$ cat src/hw/rtl/cq_pkg.sv
// ----------------------------------------------------------------------------
// cq_pkg
// Shared types and constants for the circular queue core.
// ----------------------------------------------------------------------------
package cq_pkg;

  localparam int unsigned DATA_W = 32;

  typedef enum logic [1:0] {
    CMD_ENQ  = 2'd0,
    CMD_DEQ  = 2'd1,
    CMD_PEEK = 2'd2,
    CMD_LIST = 2'd3
  } cmd_t;

  typedef enum logic [1:0] {
    ST_OK    = 2'd0,
    ST_OVER  = 2'd1,
    ST_UNDER = 2'd2
  } status_t;

  // per-cycle control broadcast to every cell in the chain
  typedef struct packed {
    logic shift;   // dequeue: every cell takes its right neighbor
    logic rotate;  // list: occupied cells rotate one place toward the head
    logic load;    // enqueue: first empty cell captures the new word
  } cell_ctrl_t;

endpackage

$ cat src/hw/rtl/cq_if.sv
// ----------------------------------------------------------------------------
// cq_if
// Valid/ready channels for the circular queue: command in, results out.
// ----------------------------------------------------------------------------
interface cq_in_if;
  logic               valid;
  logic               ready;
  logic        [1:0]  command;
  logic signed [31:0] data_in;

  modport source (output valid, output command, output data_in, input ready);
  modport sink   (input valid, input command, input data_in, output ready);
endinterface

interface cq_out_if;
  logic               valid;
  logic               ready;
  logic        [1:0]  status;
  logic signed [31:0] data_out;
  logic               last;

  modport source (output valid, output status, output data_out, output last, input ready);
  modport sink   (input valid, input status, input data_out, input last, output ready);
endinterface

$ cat src/hw/rtl/cq_cell.sv
// ----------------------------------------------------------------------------
// cq_cell
// One queue slot: a word plus an occupied bit, linked to its neighbors.
// ----------------------------------------------------------------------------
module cq_cell (
  input  logic                      clk,
  input  logic                      rst_n,
  input  cq_pkg::cell_ctrl_t        ctrl,
  input  logic                      left_valid,
  input  logic                      right_valid,
  input  logic [cq_pkg::DATA_W-1:0] right_data,
  input  logic [cq_pkg::DATA_W-1:0] head_data,
  input  logic [cq_pkg::DATA_W-1:0] enq_data,
  output logic                      valid_o,
  output logic [cq_pkg::DATA_W-1:0] data_o
);
  import cq_pkg::*;

  logic              valid_r, valid_nxt;
  logic [DATA_W-1:0] data_r, data_nxt;

  always_comb begin
    valid_nxt = valid_r;
    data_nxt  = data_r;
    if (ctrl.shift) begin
      valid_nxt = right_valid;
      data_nxt  = right_data;
    end else if (ctrl.rotate) begin
      // newest occupied cell wraps around to take the head word
      if (valid_r) begin
        data_nxt = right_valid ? right_data : head_data;
      end
    end else if (ctrl.load && !valid_r && left_valid) begin
      valid_nxt = 1'b1;
      data_nxt  = enq_data;
    end
  end

  always_ff @(posedge clk) begin
    if (!rst_n) begin
      valid_r <= 1'b0;
    end else begin
      valid_r <= valid_nxt;
    end
  end

  always_ff @(posedge clk) begin
    data_r <= data_nxt;
  end

  assign valid_o = valid_r;
  assign data_o  = data_r;

endmodule

$ cat src/hw/rtl/circular_queue_core.sv
// ----------------------------------------------------------------------------
// circular_queue_core
// Fixed-depth FIFO of signed words built as a chain of shifting cells.
// ----------------------------------------------------------------------------
// Enqueue, dequeue, peek and refused commands: one beat in, one result beat
// out in the next cycle; one command per cycle when the result side keeps up.
// List: count result beats from the head cell, one per cycle unless stalled,
// while occupied cells rotate once around; no new command until the last beat.
// Synchronous active-low reset empties the queue; stored words are not cleared.
// ----------------------------------------------------------------------------
module circular_queue_core #(
  parameter int unsigned DEPTH = 8
) (
  input  logic clk,
  input  logic rst_n,
  cq_in_if.sink    in_ch,
  cq_out_if.source out_ch
);
  import cq_pkg::*;

  localparam int unsigned CNT_W = $clog2(DEPTH + 1);

  typedef enum logic {
    S_IDLE,
    S_LIST
  } state_t;

  // cell chain: cell 0 holds the oldest word whenever no list walk is running
  cell_ctrl_t        ctrl;
  logic [DEPTH-1:0]  cell_valid;
  logic [DATA_W-1:0] cell_data [DEPTH];

  for (genvar i = 0; i < DEPTH; i++) begin : g_cell
    logic              lv;
    logic              rv;
    logic [DATA_W-1:0] rd;

    if (i == 0) begin : g_first
      assign lv = 1'b1;
    end else begin : g_mid
      assign lv = cell_valid[i-1];
    end

    if (i == DEPTH - 1) begin : g_tail
      assign rv = 1'b0;
      assign rd = '0;
    end else begin : g_link
      assign rv = cell_valid[i+1];
      assign rd = cell_data[i+1];
    end

    cq_cell u_cell (
      .clk         (clk),
      .rst_n       (rst_n),
      .ctrl        (ctrl),
      .left_valid  (lv),
      .right_valid (rv),
      .right_data  (rd),
      .head_data   (cell_data[0]),
      .enq_data    (DATA_W'(in_ch.data_in)),
      .valid_o     (cell_valid[i]),
      .data_o      (cell_data[i])
    );
  end

  // control and output register
  state_t            state_r, state_nxt;
  logic [CNT_W-1:0]  count_r, count_nxt;   // occupancy
  logic [CNT_W-1:0]  idx_r, idx_nxt;       // beats already sent in a list
  logic              out_valid_r, out_valid_nxt;
  status_t           status_r, status_nxt;
  logic [DATA_W-1:0] data_r, data_nxt;
  logic              last_r, last_nxt;

  logic slot_free;
  logic in_fire;
  logic list_fire;
  logic full;
  logic empty;
  logic list_last;
  cmd_t cmd;

  assign cmd       = cmd_t'(in_ch.command);
  assign full      = cell_valid[DEPTH-1];
  assign empty     = !cell_valid[0];
  assign slot_free = !out_valid_r || out_ch.ready;
  assign in_ch.ready = (state_r == S_IDLE) && slot_free;
  assign in_fire   = in_ch.valid && in_ch.ready;
  assign list_fire = (state_r == S_LIST) && slot_free;
  assign list_last = (idx_r == count_r - CNT_W'(1));

  always_comb begin
    ctrl        = '0;
    ctrl.shift  = in_fire && (cmd == CMD_DEQ) && !empty;
    ctrl.load   = in_fire && (cmd == CMD_ENQ) && !full;
    ctrl.rotate = list_fire;
  end

  always_comb begin
    state_nxt     = state_r;
    count_nxt     = count_r;
    idx_nxt       = idx_r;
    out_valid_nxt = out_valid_r && !out_ch.ready;
    status_nxt    = status_r;
    data_nxt      = data_r;
    last_nxt      = last_r;

    if (in_fire) begin
      out_valid_nxt = 1'b1;
      status_nxt    = ST_OK;
      data_nxt      = '0;
      last_nxt      = 1'b1;
      unique case (cmd)
        CMD_ENQ: begin
          if (full) begin
            status_nxt = ST_OVER;
          end else begin
            count_nxt = count_r + CNT_W'(1);
          end
        end
        CMD_DEQ: begin
          if (empty) begin
            status_nxt = ST_UNDER;
          end else begin
            data_nxt  = cell_data[0];
            count_nxt = count_r - CNT_W'(1);
          end
        end
        CMD_PEEK: begin
          if (empty) begin
            status_nxt = ST_UNDER;
          end else begin
            data_nxt = cell_data[0];
          end
        end
        CMD_LIST: begin
          if (empty) begin
            status_nxt = ST_UNDER;
          end else begin
            // results come from the list walk; nothing this cycle
            out_valid_nxt = 1'b0;
            idx_nxt       = '0;
            state_nxt     = S_LIST;
          end
        end
        default: begin
          status_nxt = ST_UNDER;
        end
      endcase
    end else if (list_fire) begin
      out_valid_nxt = 1'b1;
      status_nxt    = ST_OK;
      data_nxt      = cell_data[0];
      last_nxt      = list_last;
      idx_nxt       = idx_r + CNT_W'(1);
      if (list_last) begin
        state_nxt = S_IDLE;
      end
    end
  end

  always_ff @(posedge clk) begin
    if (!rst_n) begin
      state_r     <= S_IDLE;
      count_r     <= '0;
      idx_r       <= '0;
      out_valid_r <= 1'b0;
      status_r    <= ST_OK;
      data_r      <= '0;
      last_r      <= 1'b0;
    end else begin
      state_r     <= state_nxt;
      count_r     <= count_nxt;
      idx_r       <= idx_nxt;
      out_valid_r <= out_valid_nxt;
      status_r    <= status_nxt;
      data_r      <= data_nxt;
      last_r      <= last_nxt;
    end
  end

  assign out_ch.valid    = out_valid_r;
  assign out_ch.status   = status_r;
  assign out_ch.data_out = $signed(data_r);
  assign out_ch.last     = last_r;

endmodule

$ cat src/flat_wrapper.sv
// flat-port wrapper written by rule: the top's interface ports become plain ports
module circular_queue_core_flat import cq_pkg::*;
#(
  parameter int unsigned DEPTH = 8
)
  (clk, rst_n, in_ch_valid, in_ch_command, in_ch_data_in, in_ch_ready, out_ch_valid, out_ch_status, out_ch_data_out, out_ch_last, out_ch_ready);
  cq_in_if in_ch_i ();
  cq_out_if out_ch_i ();
  input  logic clk;
  input  logic rst_n;
  input wire logic [$bits(in_ch_i.valid)-1:0] in_ch_valid;
  input wire logic [$bits(in_ch_i.command)-1:0] in_ch_command;
  input wire logic [$bits(in_ch_i.data_in)-1:0] in_ch_data_in;
  output wire logic [$bits(in_ch_i.ready)-1:0] in_ch_ready;
  output wire logic [$bits(out_ch_i.valid)-1:0] out_ch_valid;
  output wire logic [$bits(out_ch_i.status)-1:0] out_ch_status;
  output wire logic [$bits(out_ch_i.data_out)-1:0] out_ch_data_out;
  output wire logic [$bits(out_ch_i.last)-1:0] out_ch_last;
  input wire logic [$bits(out_ch_i.ready)-1:0] out_ch_ready;
  assign in_ch_i.valid = in_ch_valid;
  assign in_ch_i.command = in_ch_command;
  assign in_ch_i.data_in = in_ch_data_in;
  assign in_ch_ready = in_ch_i.ready;
  assign out_ch_valid = out_ch_i.valid;
  assign out_ch_status = out_ch_i.status;
  assign out_ch_data_out = out_ch_i.data_out;
  assign out_ch_last = out_ch_i.last;
  assign out_ch_i.ready = out_ch_ready;
  circular_queue_core #(.DEPTH(DEPTH)) u_core (.clk(clk), .rst_n(rst_n), .in_ch(in_ch_i), .out_ch(out_ch_i));
endmodule
$ cat config.mk
export PLATFORM = sky130hd
export DESIGN_NAME = circular_queue_core_flat
export DESIGN_NICKNAME = d
export VERILOG_FILES = /design/src/hw/rtl/cq_pkg.sv /design/src/hw/rtl/cq_if.sv /design/src/hw/rtl/cq_cell.sv /design/src/hw/rtl/circular_queue_core.sv /design/src/flat_wrapper.sv
export SDC_FILE = /design/constraint.sdc
export NUM_CORES = 1
export LEC_CHECK = 0
export BUFFER_PORTS_ARGS = -buffer_cell sky130_fd_sc_hd__clkbuf_2
export CAP_MARGIN = 20
export CORE_UTILIZATION = 60
export DETAILED_ROUTE_END_ITERATION = 12
export GPL_TIMING_DRIVEN = 0
export PLACE_DENSITY = 0.79
export SLEW_MARGIN = 40
export SYNTH_ARGS = -nofsm -noshare
export SYNTH_HDL_FRONTEND = slang
export SYNTH_SLANG_ARGS = --single-unit
$ cat constraint.sdc
create_clock -name clk -period 5.6 [get_ports clk]
set_input_delay 0.84 -clock clk [delete_from_list [all_inputs] [get_ports clk]]
set_output_delay 0.84 -clock clk [all_outputs]
set_load 0.01 [all_outputs]
==> run metrics <==
Max VDD drop 0.241 mV; CTS resizes 0; Pwr Density 317 nW/µm²; area of placed instances 14700 µm²; CP Max Fanout 32; detailed placement HPWL 24300 µm; crit path time final 2.87 ns; Final Hold Viols 0; CTS Buf Count 34; synthesized area 13700 µm²; Routed Antenna Nets 0; CTS Sinks 309; row count 54; area growth from synthesis to layout 15.1%; fin. max-slew vios 0; part of the cycle the worst path needs 0.513; Layout Cell Area excl Fill 15700 µm²; Setup crit start in_ch_command[1]; Main synth FF type edfxtp_1; first-pass detailed-route iteration total 5; dominant cells by area after synthesis edfxtp_1 49%, dfxtp_1 12%, o221ai_1 10%; Hold-fix buffers, CTS 0; critical path startpoint category input port; # setup viols final 0; TritonCTS clock tree done; Fmax achieved 348 MHz; relative slew slack 0.423; vias in the first global route 10693; H-Tree Depth 2; post-synth cell types 48; Post-Syn Area per Cell 11.6 µm²; leakage power 5.98 nW; MaxCap Viol Count 0; core area 22100 µm²; largest net degree at the start of global routing 33; routed length per instance 23.5 µm; FF-to-FF Start u_core.out_ch.valid; die width 153 µm; Post-CTS Setup Inserts 0; WP data required 5.74 ns; worst-skew pair later-pin latency 0.51 ns; pre-CTS WS 2.29 ns; outcome finished, final reports clean; worst setup path category input port to flip-flop; Initial Util 0.619; Root Driver clkbuf_16; Tot GR Track Use 0.329; critical path arrival 3.01 ns; drt drc 0; Reg clk slew, reported paths 0.06 ns; share of the synthesized area in the top cell type 0.492; #FFs+latches synth 309; Hold Path Class flip-flop to flip-flop; vias per cell 6.60; Final WS setup 2.73 ns; Die ar. 23400 µm²; drt initial violations 1287; vias 10556; net count after synthesis 1219; gp weighted congestion 0.877; leading area contributor after synthesis edfxtp_1; # diodes 0; Tightest Pin Transition 0.865 ns; share of post-route cells with drive strength above 1 0.166; RSZ-0062 raised after global routing false; Overflow after GRT 0; I/O Pins 75; Worst setup EP type flip-flop; Bufs on Longest Clock Path 3; Clock Skews 0.0113 ns; register area share after synthesis 0.616; final WL 37600 µm; global-route wire length before repair 59000 µm; synthesis warning total 0; initial antenna violation count 0; Final Hold Slack 0.470 ns; hold_sp u_core.out_ch.status[1]; EDFF count, synth 224; nets@finish 1338; share of flip-flops with an asynchronous set or reset 0; Synth Instances 1174; port bufs 73; die height 153 µm
[path summary, 6_finish.rpt]
check	cells after the start	slack, ns	endpoint
worst max register to register	7	2.91	u_core.g_cell[0].u_cell.data_o[11]
worst min register to register	2	0.47	u_core.out_ch.status[1]
worst max-delay path	9	2.73	u_core.g_cell[0].u_cell.data_o[11]
worst min-delay path	2	0.47	u_core.out_ch.status[1]
[report_power, final]
group	internal [W]	switching (W)	total, W
Combinational	0.000104	0.000180	0.000284
Sequential	0.00251	0.0000247	0.00254
Clock	0.00129	0.000883	0.00217
[routing by layer]
metal / up-vias / GRT usage / part of all wire
met4: 0 / 0.160 / 0.042
met3: 129 / 0.0629 / 0.10
met2: 631 / 0.533 / 0.47
met5: - / 0 / 0
li1: 4702 / - / -
met1: 5094 / 0.428 / 0.38
[cells in the mapped netlist (2+ instances only)]
| library cell | number |
|---|---|
| o21ai_1 | 7 |
| a31oi_1 | 2 |
| buf_4 | 2 |
| buf_6 | 3 |
| o221ai_1 | 160 |
| o31ai_1 | 2 |
| or3_1 | 2 |
| and3_1 | 3 |
| buf_2 | 38 |
| xnor2_1 | 6 |
| nor3_1 | 34 |
| or4_1 | 2 |
| a211oi_1 | 3 |
| o211ai_1 | 32 |
| xor2_1 | 4 |
| o21a_1 | 2 |
| and4_1 | 2 |
| nand3_1 | 39 |
| a211oi_2 | 30 |
| o22a_1 | 2 |
| nor2b_1 | 2 |
| a22o_1 | 32 |
| nand2b_1 | 3 |
| ha_1 | 7 |
| a21boi_0 | 32 |
| o21ai_0 | 40 |
| nor3_2 | 2 |
| a21oi_2 | 5 |
| a21oi_1 | 21 |
| inv_1 | 166 |
| clkbuf_1 | 49 |
| nand2_1 | 109 |
| edfxtp_1 | 224 |
| dfxtp_1 | 85 |
| nand4_1 | 2 |
| nor2_1 | 8 |
[cell families (layout without fill, tap and decap cells)]
logic type | Yosys count | count (layout) | share of synthesized area
AO/OA/AOI/OAI | 374 | 374 | 0.222
flip-flops | 309 | 309 | 0.616
buffers and inverters | 259 | 404 | 0.0768
AND/OR/NAND/NOR | 214 | 214 | 0.0714
XOR/XNOR | 10 | 10 | 0.00640
adder cells (fa/ha/maj) | 7 | 7 | 0.00640
multiplexers | 1 | 1 | 0.000732
[placed cells by master (no fill, tap or decap), types with 5 or more instances in the layout]
master / netlist / layout
nand2_1: 109 / 109
o221ai_1: 160 / 160
xnor2_1: 6 / 6
o21ai_0: 40 / 35
nor3_1: 34 / 34
a211oi_2: 30 / 30
clkbuf_16: 0 / 37
clkinv_2: 0 / 5
buf_8: 0 / 7
clkinv_1: 0 / 5
nor2_1: 8 / 8
dfxtp_1: 85 / 85
a21oi_2: 5 / 5
o21ai_1: 7 / 7
a22o_1: 32 / 32
clkbuf_2: 0 / 73
inv_1: 166 / 166
buf_2: 38 / 38
o21ai_4: 0 / 5
edfxtp_1: 224 / 224
nand3_1: 39 / 39
a21oi_1: 21 / 21
a21boi_0: 32 / 32
ha_1: 7 / 7
clkbuf_1: 49 / 60
o211ai_1: 32 / 32
[state kept, by name, indices dropped and copies added, names as in the netlist]
| name | count |
|---|---|
| u_core.count_r | 4 |
| u_core.g_cell.u_cell.data_o | 256 |
| u_core.g_cell.u_cell.valid_o | 8 |
| u_core.idx_r | 4 |
| u_core.out_ch.data_out | 32 |
| u_core.out_ch.last | 1 |
| u_core.out_ch.status | 2 |
| u_core.out_ch.valid | 1 |
| u_core.state_r | 1 |
[per-stage QoR]
| step | utilization | power, W | instances | setup TNS, ns |
|---|---|---|---|---|
| floorplan | - | 0.00276 | 1174 | 0 |
| global placement | 0.651 | 0.00284 | 1527 | -136.58 |
| detailed placement | 0.663 | 0.00286 | 1537 | 0 |
| CTS | 0.712 | 0.00499 | 1599 | 0 |
| global route | 0.712 | 0.00511 | 1599 | 0 |
| finish | 0.712 | 0.00500 | 1599 | 0 |
[layout make-up]
class / instances / area (µm²)
buffer: 92 / 423
inverter: 167 / 627
sequential: 309 / 8430
clock inverter: 11 / 73.8
clock buffer: 51 / 1010
fill: 1593 / 6350
tap: 280 / 350
multi-input combinational: 606 / 4280
timing repair buffer: 83 / 553
[critical path: stages]
cell and delay [ns]:
clkbuf_2 0.09, inv_1 0.09, ha_1 0.14, buf_2 0.20
and4_1 0.21, buf_2 0.26, buf_4 0.23, buf_2 0.32
o22a_4 0.59
Power figures use the tool's default switching activity.
